--- src/sv/bole_pkg.sv ---
// ----------------------------------------------------------------------------
// bole_pkg
// Shared constants, opcodes and controller/datapath interface types for the
// bounded ordered list engine.
// ----------------------------------------------------------------------------
package bole_pkg;

    localparam int CAPACITY = 64;
    localparam int ADDR_W   = $clog2(CAPACITY);
    localparam int CNT_W    = $clog2(CAPACITY + 1);
    localparam int DATA_W   = 32;
    localparam int POS_W    = 6;
    localparam int OP_W     = 4;
    localparam int IN_TDATA_W  = 40;
    localparam int OUT_TDATA_W = 40;

    typedef enum logic [OP_W-1:0] {
        OP_INS_FIRST = 4'd0,
        OP_INS_LAST  = 4'd1,
        OP_EXISTS    = 4'd2,
        OP_RM_VALUE  = 4'd3,
        OP_GET_POS   = 4'd4,
        OP_RM_POS    = 4'd5,
        OP_RM_FIRST  = 4'd6,
        OP_RM_LAST   = 4'd7,
        OP_COUNT     = 4'd8,
        OP_SORT      = 4'd9,
        OP_CLEAR     = 4'd10
    } op_t;

    typedef enum logic [4:0] {
        CMD_NONE,
        CMD_LOAD,
        CMD_INIT_I_CNT,
        CMD_WR_TAIL,
        CMD_INIT_I_ZERO,
        CMD_RD_TARGET,
        CMD_SET_OK,
        CMD_SORT_START,
        CMD_CLEAR,
        CMD_WR_HEAD,
        CMD_RD_IM1,
        CMD_WR_I_DEC,
        CMD_RD_I,
        CMD_INC_I,
        CMD_CAPTURE,
        CMD_CAPTURE_DEC,
        CMD_RD_I1,
        CMD_DEC_CNT,
        CMD_WR_I_INC,
        CMD_LOAD_CUR,
        CMD_WR_I_CUR,
        CMD_RD_J,
        CMD_SWAP_J
    } dp_op_t;

    typedef struct packed {
        dp_op_t op;
        logic   out_load;
    } dp_cmd_t;

    typedef struct packed {
        logic [OP_W-1:0] opcode;
        logic            full;
        logic            target_ok;
        logic            i_zero;
        logic            i_done;
        logic            i1_lt_cnt;
        logic            j_done;
        logic            match;
    } dp_status_t;

endpackage

--- src/sv/bounded_ordered_list_engine_top.sv ---
// ----------------------------------------------------------------------------
// bounded_ordered_list_engine_top
// Ordered list of up to CAPACITY signed 32-bit values driven by requests.
//
// One request transfer on the s_axis side gives exactly one result transfer
// on the m_axis side. The request names the operation in tuser; the value
// and position travel in tdata. The result carries ok in tuser and the
// value and the length after the operation in tdata.
// Count, clear and insert last go straight from dispatch to the result;
// insert first, search and removal shifts walk the entries one by one;
// sort compares each of the n entries with all later ones (one read port walk).
// Requests are taken one at a time; s_axis_tready is high while the
// sequencer is idle, also while a finished result waits in the output
// register. A stalled receiver holds the result and stops the next
// request only once that one is done.
// Reset empties the list and drops any pending result.
// ----------------------------------------------------------------------------
module bounded_ordered_list_engine_top
    import bole_pkg::*;
(
    input  logic                   clk,
    input  logic                   rst_n,
    input  logic                   s_axis_tvalid,
    output logic                   s_axis_tready,
    input  logic [IN_TDATA_W-1:0]  s_axis_tdata,  // item_value[31:0], position[37:32]
    input  logic [4:0]             s_axis_tuser,  // opcode[3:0], sort_up[4]
    output logic                   m_axis_tvalid,
    input  logic                   m_axis_tready,
    output logic [OUT_TDATA_W-1:0] m_axis_tdata,  // out_value[31:0], length[38:32]
    output logic [0:0]             m_axis_tuser   // ok[0]
);

    dp_cmd_t           cmd;
    dp_status_t        status;
    logic              ok;
    logic [DATA_W-1:0] value;
    logic [CNT_W-1:0]  length;

    bole_ctrl u_ctrl (
        .clk       (clk),
        .rst_n     (rst_n),
        .in_valid  (s_axis_tvalid),
        .in_ready  (s_axis_tready),
        .out_valid (m_axis_tvalid),
        .out_ready (m_axis_tready),
        .status    (status),
        .cmd       (cmd)
    );

    bole_datapath u_dp (
        .clk         (clk),
        .rst_n       (rst_n),
        .cmd         (cmd),
        .in_opcode   (s_axis_tuser[OP_W-1:0]),
        .in_value    (s_axis_tdata[DATA_W-1:0]),
        .in_position (s_axis_tdata[DATA_W+POS_W-1:DATA_W]),
        .in_sort_up  (s_axis_tuser[OP_W]),
        .status      (status),
        .out_ok      (ok),
        .out_value   (value),
        .out_length  (length)
    );

    assign m_axis_tdata = {(OUT_TDATA_W-DATA_W-CNT_W)'(0), length, value};
    assign m_axis_tuser = ok;

    a_one_at_a_time: assert property (@(posedge clk) disable iff (!rst_n)
        s_axis_tvalid && s_axis_tready |=> !s_axis_tready)
        else $error("request taken while busy");

    a_length_bound: assert property (@(posedge clk) disable iff (!rst_n)
        m_axis_tvalid |-> (length <= CNT_W'(CAPACITY)))
        else $error("length above capacity");

    a_fail_zero: assert property (@(posedge clk) disable iff (!rst_n)
        m_axis_tvalid && !ok |-> (value == '0))
        else $error("failed request with nonzero value");

endmodule

--- src/sv/bole_ram.sv ---
// ----------------------------------------------------------------------------
// bole_ram
// Generic single-write, single-read RAM with registered read data.
// ----------------------------------------------------------------------------
module bole_ram #(
    parameter int WIDTH = 32,
    parameter int DEPTH = 64
) (
    input  logic                     clk,
    input  logic                     we,
    input  logic [$clog2(DEPTH)-1:0] waddr,
    input  logic [WIDTH-1:0]         wdata,
    input  logic [$clog2(DEPTH)-1:0] raddr,
    output logic [WIDTH-1:0]         rdata
);

    logic [WIDTH-1:0] mem [DEPTH];

    always_ff @(posedge clk)
    begin
        if (we)
        begin
            mem[waddr] <= wdata;
        end
        rdata <= mem[raddr];
    end

endmodule

--- src/sv/bole_datapath.sv ---
// ----------------------------------------------------------------------------
// bole_datapath
// Entry storage, length counter, walk indexes, compare and result registers.
// ----------------------------------------------------------------------------
module bole_datapath
    import bole_pkg::*;
(
    input  logic                  clk,
    input  logic                  rst_n,
    input  dp_cmd_t               cmd,
    input  logic [OP_W-1:0]       in_opcode,
    input  logic [DATA_W-1:0]     in_value,
    input  logic [POS_W-1:0]      in_position,
    input  logic                  in_sort_up,
    output dp_status_t            status,
    output logic                  out_ok,
    output logic [DATA_W-1:0]     out_value,
    output logic [CNT_W-1:0]      out_length
);

    logic [OP_W-1:0]   op_reg, op_next;
    logic [DATA_W-1:0] val_reg, val_next;
    logic [POS_W-1:0]  pos_reg, pos_next;
    logic              up_reg, up_next;
    logic [CNT_W-1:0]  cnt_reg, cnt_next;
    logic [CNT_W-1:0]  i_reg, i_next;
    logic [CNT_W-1:0]  j_reg, j_next;
    logic [DATA_W-1:0] cur_reg, cur_next;
    logic              ok_reg, ok_next;
    logic [DATA_W-1:0] res_reg, res_next;
    logic              oko_reg;
    logic [DATA_W-1:0] outv_reg;
    logic [CNT_W-1:0]  outl_reg;

    logic              we;
    logic [ADDR_W-1:0] waddr, raddr;
    logic [DATA_W-1:0] wdata, rdata;
    logic [CNT_W-1:0]  target;
    logic              swap;

    bole_ram #(.WIDTH(DATA_W), .DEPTH(CAPACITY)) u_ram (
        .clk   (clk),
        .we    (we),
        .waddr (waddr),
        .wdata (wdata),
        .raddr (raddr),
        .rdata (rdata)
    );

    always_comb
    begin
        priority if (op_reg == OP_RM_FIRST)
            target = '0;
        else if (op_reg == OP_RM_LAST)
            target = cnt_reg - CNT_W'(1);
        else
            target = CNT_W'(pos_reg);
    end

    assign swap = up_reg ? ($signed(cur_reg) > $signed(rdata))
                         : ($signed(rdata) > $signed(cur_reg));

    always_comb
    begin
        status.opcode    = op_reg;
        status.full      = (cnt_reg == CNT_W'(CAPACITY));
        status.target_ok = (op_reg == OP_RM_FIRST || op_reg == OP_RM_LAST)
                           ? (cnt_reg != '0) : (CNT_W'(pos_reg) < cnt_reg);
        status.i_zero    = (i_reg == '0);
        status.i_done    = (i_reg >= cnt_reg);
        status.i1_lt_cnt = ((i_reg + CNT_W'(1)) < cnt_reg);
        status.j_done    = (j_reg >= cnt_reg);
        status.match     = (rdata == val_reg);
    end

    always_comb
    begin
        op_next  = op_reg;
        val_next = val_reg;
        pos_next = pos_reg;
        up_next  = up_reg;
        cnt_next = cnt_reg;
        i_next   = i_reg;
        j_next   = j_reg;
        cur_next = cur_reg;
        ok_next  = ok_reg;
        res_next = res_reg;
        we       = 1'b0;
        waddr    = i_reg[ADDR_W-1:0];
        wdata    = rdata;
        raddr    = i_reg[ADDR_W-1:0];
        unique case (cmd.op)
            CMD_NONE:
            begin
            end
            CMD_LOAD:
            begin
                op_next  = in_opcode;
                val_next = in_value;
                pos_next = in_position;
                up_next  = in_sort_up;
                ok_next  = 1'b0;
                res_next = '0;
            end
            CMD_INIT_I_CNT:  i_next = cnt_reg;
            CMD_WR_TAIL:
            begin
                we       = 1'b1;
                waddr    = cnt_reg[ADDR_W-1:0];
                wdata    = val_reg;
                cnt_next = cnt_reg + CNT_W'(1);
                ok_next  = 1'b1;
            end
            CMD_INIT_I_ZERO: i_next = '0;
            CMD_RD_TARGET:
            begin
                raddr  = target[ADDR_W-1:0];
                i_next = target;
            end
            CMD_SET_OK:      ok_next = 1'b1;
            CMD_SORT_START:
            begin
                ok_next = 1'b1;
                i_next  = '0;
            end
            CMD_CLEAR:
            begin
                cnt_next = '0;
                ok_next  = 1'b1;
            end
            CMD_WR_HEAD:
            begin
                we       = 1'b1;
                waddr    = '0;
                wdata    = val_reg;
                cnt_next = cnt_reg + CNT_W'(1);
                ok_next  = 1'b1;
            end
            CMD_RD_IM1:      raddr = ADDR_W'(i_reg - CNT_W'(1));
            CMD_WR_I_DEC:
            begin
                we     = 1'b1;
                i_next = i_reg - CNT_W'(1);
            end
            CMD_RD_I:        raddr = i_reg[ADDR_W-1:0];
            CMD_INC_I:       i_next = i_reg + CNT_W'(1);
            CMD_CAPTURE:
            begin
                res_next = rdata;
                ok_next  = 1'b1;
            end
            CMD_CAPTURE_DEC:
            begin
                res_next = rdata;
                ok_next  = 1'b1;
                cnt_next = cnt_reg - CNT_W'(1);
            end
            CMD_RD_I1:       raddr = ADDR_W'(i_reg + CNT_W'(1));
            CMD_DEC_CNT:     cnt_next = cnt_reg - CNT_W'(1);
            CMD_WR_I_INC:
            begin
                we     = 1'b1;
                i_next = i_reg + CNT_W'(1);
            end
            CMD_LOAD_CUR:
            begin
                cur_next = rdata;
                j_next   = i_reg + CNT_W'(1);
            end
            CMD_WR_I_CUR:
            begin
                we     = 1'b1;
                wdata  = cur_reg;
                i_next = i_reg + CNT_W'(1);
            end
            CMD_RD_J:        raddr = j_reg[ADDR_W-1:0];
            CMD_SWAP_J:
            begin
                waddr  = j_reg[ADDR_W-1:0];
                wdata  = cur_reg;
                we     = swap;
                j_next = j_reg + CNT_W'(1);
                if (swap)
                begin
                    cur_next = rdata;
                end
            end
            default:
            begin
            end
        endcase
    end

    always_ff @(posedge clk or negedge rst_n)
    begin
        if (!rst_n)
        begin
            cnt_reg <= '0;
        end
        else
        begin
            cnt_reg <= cnt_next;
        end
    end

    always_ff @(posedge clk)
    begin
        op_reg  <= op_next;
        val_reg <= val_next;
        pos_reg <= pos_next;
        up_reg  <= up_next;
        i_reg   <= i_next;
        j_reg   <= j_next;
        cur_reg <= cur_next;
        ok_reg  <= ok_next;
        res_reg <= res_next;
        if (cmd.out_load)
        begin
            oko_reg  <= ok_reg;
            outv_reg <= res_reg;
            outl_reg <= cnt_reg;
        end
    end

    assign out_ok     = oko_reg;
    assign out_value  = outv_reg;
    assign out_length = outl_reg;

endmodule

--- src/sv/bole_ctrl.sv ---
// ----------------------------------------------------------------------------
// bole_ctrl
// Request sequencer: walks each operation over the entry store and hands
// the result to the output register.
// ----------------------------------------------------------------------------
module bole_ctrl
    import bole_pkg::*;
(
    input  logic       clk,
    input  logic       rst_n,
    input  logic       in_valid,
    output logic       in_ready,
    output logic       out_valid,
    input  logic       out_ready,
    input  dp_status_t status,
    output dp_cmd_t    cmd
);

    typedef enum logic [13:0] {
        ST_IDLE      = 14'b00000000000001,
        ST_DISPATCH  = 14'b00000000000010,
        ST_SHUP_CHK  = 14'b00000000000100,
        ST_SHUP_WR   = 14'b00000000001000,
        ST_FIND_CHK  = 14'b00000000010000,
        ST_FIND_CMP  = 14'b00000000100000,
        ST_FETCH_CAP = 14'b00000001000000,
        ST_SHDN_CHK  = 14'b00000010000000,
        ST_SHDN_WR   = 14'b00000100000000,
        ST_SORT_CHK  = 14'b00001000000000,
        ST_SORT_LDI  = 14'b00010000000000,
        ST_SORT_JCHK = 14'b00100000000000,
        ST_SORT_CMP  = 14'b01000000000000,
        ST_DONE      = 14'b10000000000000
    } state_t;

    state_t state_reg, state_next;
    logic   valid_reg, valid_next;

    assign in_ready  = (state_reg == ST_IDLE);
    assign out_valid = valid_reg;

    always_comb
    begin
        state_next   = state_reg;
        valid_next   = valid_reg & ~out_ready;
        cmd.op       = CMD_NONE;
        cmd.out_load = 1'b0;
        unique case (state_reg)
            ST_IDLE:
            begin
                if (in_valid)
                begin
                    cmd.op     = CMD_LOAD;
                    state_next = ST_DISPATCH;
                end
            end
            ST_DISPATCH:
            begin
                state_next = ST_DONE;
                unique case (status.opcode)
                    OP_INS_FIRST:
                    begin
                        if (!status.full)
                        begin
                            cmd.op     = CMD_INIT_I_CNT;
                            state_next = ST_SHUP_CHK;
                        end
                    end
                    OP_INS_LAST:
                    begin
                        if (!status.full)
                        begin
                            cmd.op = CMD_WR_TAIL;
                        end
                    end
                    OP_EXISTS, OP_RM_VALUE:
                    begin
                        cmd.op     = CMD_INIT_I_ZERO;
                        state_next = ST_FIND_CHK;
                    end
                    OP_GET_POS, OP_RM_POS, OP_RM_FIRST, OP_RM_LAST:
                    begin
                        if (status.target_ok)
                        begin
                            cmd.op     = CMD_RD_TARGET;
                            state_next = ST_FETCH_CAP;
                        end
                    end
                    OP_COUNT: cmd.op = CMD_SET_OK;
                    OP_SORT:
                    begin
                        cmd.op     = CMD_SORT_START;
                        state_next = ST_SORT_CHK;
                    end
                    OP_CLEAR: cmd.op = CMD_CLEAR;
                    default:
                    begin
                    end
                endcase
            end
            ST_SHUP_CHK:
            begin
                if (status.i_zero)
                begin
                    cmd.op     = CMD_WR_HEAD;
                    state_next = ST_DONE;
                end
                else
                begin
                    cmd.op     = CMD_RD_IM1;
                    state_next = ST_SHUP_WR;
                end
            end
            ST_SHUP_WR:
            begin
                cmd.op     = CMD_WR_I_DEC;
                state_next = ST_SHUP_CHK;
            end
            ST_FIND_CHK:
            begin
                if (status.i_done)
                begin
                    state_next = ST_DONE;
                end
                else
                begin
                    cmd.op     = CMD_RD_I;
                    state_next = ST_FIND_CMP;
                end
            end
            ST_FIND_CMP:
            begin
                if (status.match)
                begin
                    cmd.op     = CMD_SET_OK;
                    state_next = (status.opcode == OP_RM_VALUE) ? ST_SHDN_CHK : ST_DONE;
                end
                else
                begin
                    cmd.op     = CMD_INC_I;
                    state_next = ST_FIND_CHK;
                end
            end
            ST_FETCH_CAP:
            begin
                priority if (status.opcode == OP_RM_LAST)
                begin
                    cmd.op     = CMD_CAPTURE_DEC;
                    state_next = ST_DONE;
                end
                else if (status.opcode == OP_GET_POS)
                begin
                    cmd.op     = CMD_CAPTURE;
                    state_next = ST_DONE;
                end
                else
                begin
                    cmd.op     = CMD_CAPTURE;
                    state_next = ST_SHDN_CHK;
                end
            end
            ST_SHDN_CHK:
            begin
                if (status.i1_lt_cnt)
                begin
                    cmd.op     = CMD_RD_I1;
                    state_next = ST_SHDN_WR;
                end
                else
                begin
                    cmd.op     = CMD_DEC_CNT;
                    state_next = ST_DONE;
                end
            end
            ST_SHDN_WR:
            begin
                cmd.op     = CMD_WR_I_INC;
                state_next = ST_SHDN_CHK;
            end
            ST_SORT_CHK:
            begin
                if (status.i_done)
                begin
                    state_next = ST_DONE;
                end
                else
                begin
                    cmd.op     = CMD_RD_I;
                    state_next = ST_SORT_LDI;
                end
            end
            ST_SORT_LDI:
            begin
                cmd.op     = CMD_LOAD_CUR;
                state_next = ST_SORT_JCHK;
            end
            ST_SORT_JCHK:
            begin
                if (status.j_done)
                begin
                    cmd.op     = CMD_WR_I_CUR;
                    state_next = ST_SORT_CHK;
                end
                else
                begin
                    cmd.op     = CMD_RD_J;
                    state_next = ST_SORT_CMP;
                end
            end
            ST_SORT_CMP:
            begin
                cmd.op     = CMD_SWAP_J;
                state_next = ST_SORT_JCHK;
            end
            ST_DONE:
            begin
                if (!valid_reg || out_ready)
                begin
                    cmd.out_load = 1'b1;
                    valid_next   = 1'b1;
                    state_next   = ST_IDLE;
                end
            end
            default: state_next = ST_IDLE;
        endcase
    end

    always_ff @(posedge clk or negedge rst_n)
    begin
        if (!rst_n)
        begin
            state_reg <= ST_IDLE;
            valid_reg <= 1'b0;
        end
        else
        begin
            state_reg <= state_next;
            valid_reg <= valid_next;
        end
    end

endmodule
--- config.mk ---
export PLATFORM = sky130hd
export DESIGN_NAME = bounded_ordered_list_engine_top
export DESIGN_NICKNAME = d
export VERILOG_FILES = /design/src/sv/bole_pkg.sv /design/src/sv/bounded_ordered_list_engine_top.sv /design/src/sv/bole_ram.sv /design/src/sv/bole_datapath.sv /design/src/sv/bole_ctrl.sv
export SDC_FILE = /design/constraint.sdc
export NUM_CORES = 2
export LEC_CHECK = 0
export BUFFER_PORTS_ARGS = -buffer_cell sky130_fd_sc_hd__buf_4
export CAP_MARGIN = 30
export CORE_UTILIZATION = 57
export DETAILED_ROUTE_END_ITERATION = 7
export PLACE_DENSITY = 0.7
export SLEW_MARGIN = 20
export SYNTH_ARGS = -nofsm -noshare
export SYNTH_HDL_FRONTEND = slang
export SYNTH_HIERARCHICAL = 1
export SYNTH_SLANG_ARGS = --single-unit
--- constraint.sdc ---
create_clock -name clk -period 10.6 [get_ports clk]
set_clock_uncertainty 0.1 [all_clocks]
set_input_delay 0.53 -clock clk [delete_from_list [all_inputs] [get_ports clk]]
set_output_delay 0.53 -clock clk [all_outputs]
set_load 0.01 [all_outputs]
==> results.json <==
{
  "status": "finished clean",
  "grt_use_total": 0.278,
  "layout.cells.non_filler": 6822,
  "drv_slew": 0,
  "cts_made_buffers": 215,
  "max_freq_ghz": 0.114,
  "finalSetupViolCount": 0,
  "die_x_um": 397,
  "period_needed_ns": 8.76,
  "fp.dieH_um": 397,
  "grt_max_degree": 116,
  "crit_buf_inv": 4,
  "powerDensity_nw_per_um2": 248,
  "finalHoldViolations": 0,
  "synth_top_area_share": 0.746,
  "synthTopCellsByArea": "edfxtp_1 (75%), mux4_2 (14%), mux2i_1 (1.1%), ha_1 (0.90%), nor2_1 (0.84%)",
  "cp_data_required_time_ns": 11.01,
  "fin_crit_sh": 0.826,
  "p_leak_nw": 32.3,
  "max_stage_delay_ns": 0.91,
  "path_delay_family": "simple AND/OR/NAND/NOR gates",
  "relSlewSlack": 0.320,
  "setup_tns_ns": 0,
  "yosysSeqAreaShare": 0.759,
  "wl_per_cell_um": 31.9,
  "cts_setup_buffers": 0,
  "internal_power_mw": 17.6,
  "syn_nets": 4423,
  "ys_ff_latch": 2264,
  "area_delta_synth_final_pct": 12.9,
  "synthesis.area_um2": 89000,
  "synth_ff_type": "edfxtp_1",
  "critPathMaxFanout": 35,
  "cts.path.max_buffers": 3,
  "gp_congestion": 0.859,
  "largest_register_ff_count": 2048,
  "arrival_ns": 9.17,
  "critical_path_class": "flop to flop",
  "synth_warnings": 6,
  "dieArea_um2": 158000,
  "grt_pass1_wl_mm": 311,
  "nets": 4704,
  "seqPwrFrac": 0.489,
  "power_frac_comb": 0.212,
  "p_sw_mw": 7.40,
  "worst_slack_ns": 1.84,
  "drt_iter0_markers": 5602,
  "synth_most_common_cell": "edfxtp_1",
  "peakVddDrop_v": 0.000193,
  "wirelength_mm": 217,
  "cts.htree.levels": 4,
  "synth_edf_count": 2210,
  "clock-root-buffer": "clkbuf_16",
  "rsz0062_at_grt": "no",
  "syn_avg_cell_area_um2": 20.7,
  "maxCapViolations": 0,
  "rows": 144,
  "antenna_found_initial": 7,
  "start_util": 0.576,
  "dr.pass1.iters": 6,
  "yosys.area.top_type": "edfxtp_1",
  "dp_slack_ns": 1.97,
  "switching_share": 0.296,
  "vias": 44800,
  "netlist_top_cells_count": "edfxtp_1 (2,210), mux4_2 (545), nor2_1 (198)",
  "ys_types": 83,
  "port_buffers": 88,
  "vias_per_cell": 6.56,
  "regMostFlops": "u_dp/u_ram/mem",
  "cts_tree": "yes",
  "worstSkewPairLatency_ns": 0.85,
  "drive_above_1_share": 0.257,
  "grt_pass1_vias": 44400,
  "cts.clk_slew.worst_paths_ns": 0.07,
  "cp-end-kind": "flop",
  "num_io_pins": 92,
  "cts.sinks": 2264,
  "synthArstFlopShare": 0.00972,
  "power.share.clock": 0.299,
  "overflow": 0,
  "hold_path.class": "input port to flop",
  "dp_hpwl_mm": 125,
  "drc": 0,
  "syn_inst": 4310,
  "ctsHoldBuffers": 48,
  "crit_path_start_kind": "flop",
  "antenna_left": 0,
  "coreArea_um2": 155000,
  "cts_resized": 0,
  "critPathSlowestCell": "nor2_4",
  "tightest_slew_ns": 1.02,
  "dp.cells": 6368
}
-- cell type report --
type                    count  area [µm²]
fillers                  9959       54100
flip-flops and latches   2264       67600
clock buffers             284        5750
repair buffers            293        2500
multi-input cells        1759       20800
inverters                  58         218
well taps                2044        2560
clock inverters           118        1120
diodes                      2        5.00
-- worst paths after layout --
path                             startpoint                     end  slack (ns)  cells after the start
max                           u_dp/i_reg[0]  u_dp/u_ram/mem[22][22]        1.84                     26
min                         s_axis_tdata[7]         u_dp/val_reg[7]        0.30                      2
max reg2reg                   u_dp/i_reg[0]  u_dp/u_ram/mem[22][22]        1.84                     26
min reg2reg                u_dp/res_reg[26]      u_dp/out_value[26]        0.31                      0
max in group asynchronous             rst_n         u_dp/cnt_reg[0]        8.54                      4
min in group asynchronous             rst_n     u_ctrl/state_reg[6]        0.51                      3
-- kinds of logic (layout without fill, tap and decap cells) --
logic type      Yosys count  count (layout)  share of synthesized area
compound gates          394             394                     0.0295
xor+xnor                 61              61                    0.00600
fa+ha+maj                64              64                    0.00900
buf+inv                 287             753                     0.0146
flops                  2264            2264                      0.759
mux                     645             645                      0.149
other cells               1               3                  0.0000421
simple gates            594             594                     0.0326
-- power groups by stage --
stage	clock network, mW	registers (mW)	logic [mW]
6_report	7.47	12.2	5.30
3_5_place_dp	0	12.4	5.22
5_1_grt	7.90	12.2	5.59
4_1_cts	7.54	12.2	5.26
3_3_place_gp	0	12.3	5.09
2_1_floorplan	0	12.3	3.04
-- per-layer routing --
metal | up-vias | track usage | part of all wire
li1 | 18500 | - | -
met1 | 23600 | 0.399 | 0.38
met2 | 2434 | 0.431 | 0.48
met3 | 294 | 0.0662 | 0.11
met4 | 0 | 0.0843 | 0.029
met5 | - | 0 | 0
-- per-stage QoR --
stage / power (mW) / hold WS, ns / util / instance area [µm²]
2_1_floorplan: 15.3 / 0.134 / - / 89000
4_1_cts: 25.0 / 0.247 / 0.650 / 100000
3_5_place_dp: 17.6 / 0.305 / 0.602 / 93100
6_report: 25.0 / 0.300 / 0.650 / 101000
3_3_place_gp: 17.4 / 0.301 / 0.602 / 93000
5_1_grt: 25.7 / 0.276 / 0.650 / 101000
-- placed cells by master, fill, tap and decap left out, types with 19 or more instances in the layout --
cell	Yosys	layout
a21oi_1	115	113
nor2_4	1	64
o22ai_1	90	90
nand2_1	141	108
nand2b_1	20	19
ha_1	64	64
o221ai_1	32	32
nor3_1	28	25
a22oi_1	47	47
mux2i_1	98	98
clkbuf_1	110	60
dfxtp_1	32	32
inv_1	57	57
dfrtp_1	21	21
buf_4	27	231
edfxtp_1	2210	2210
and2_1	38	37
nor2_1	198	134
clkbuf_16	0	217
dlygate4sd3_1	0	48
clkinv_1	0	41
nor2b_1	31	30
mux4_2	545	545
xor2_1	45	45
nand3_1	38	37
clkinv_2	0	39
nand2_2	1	32
o21ai_0	27	27
Power figures use the tool's default switching activity.
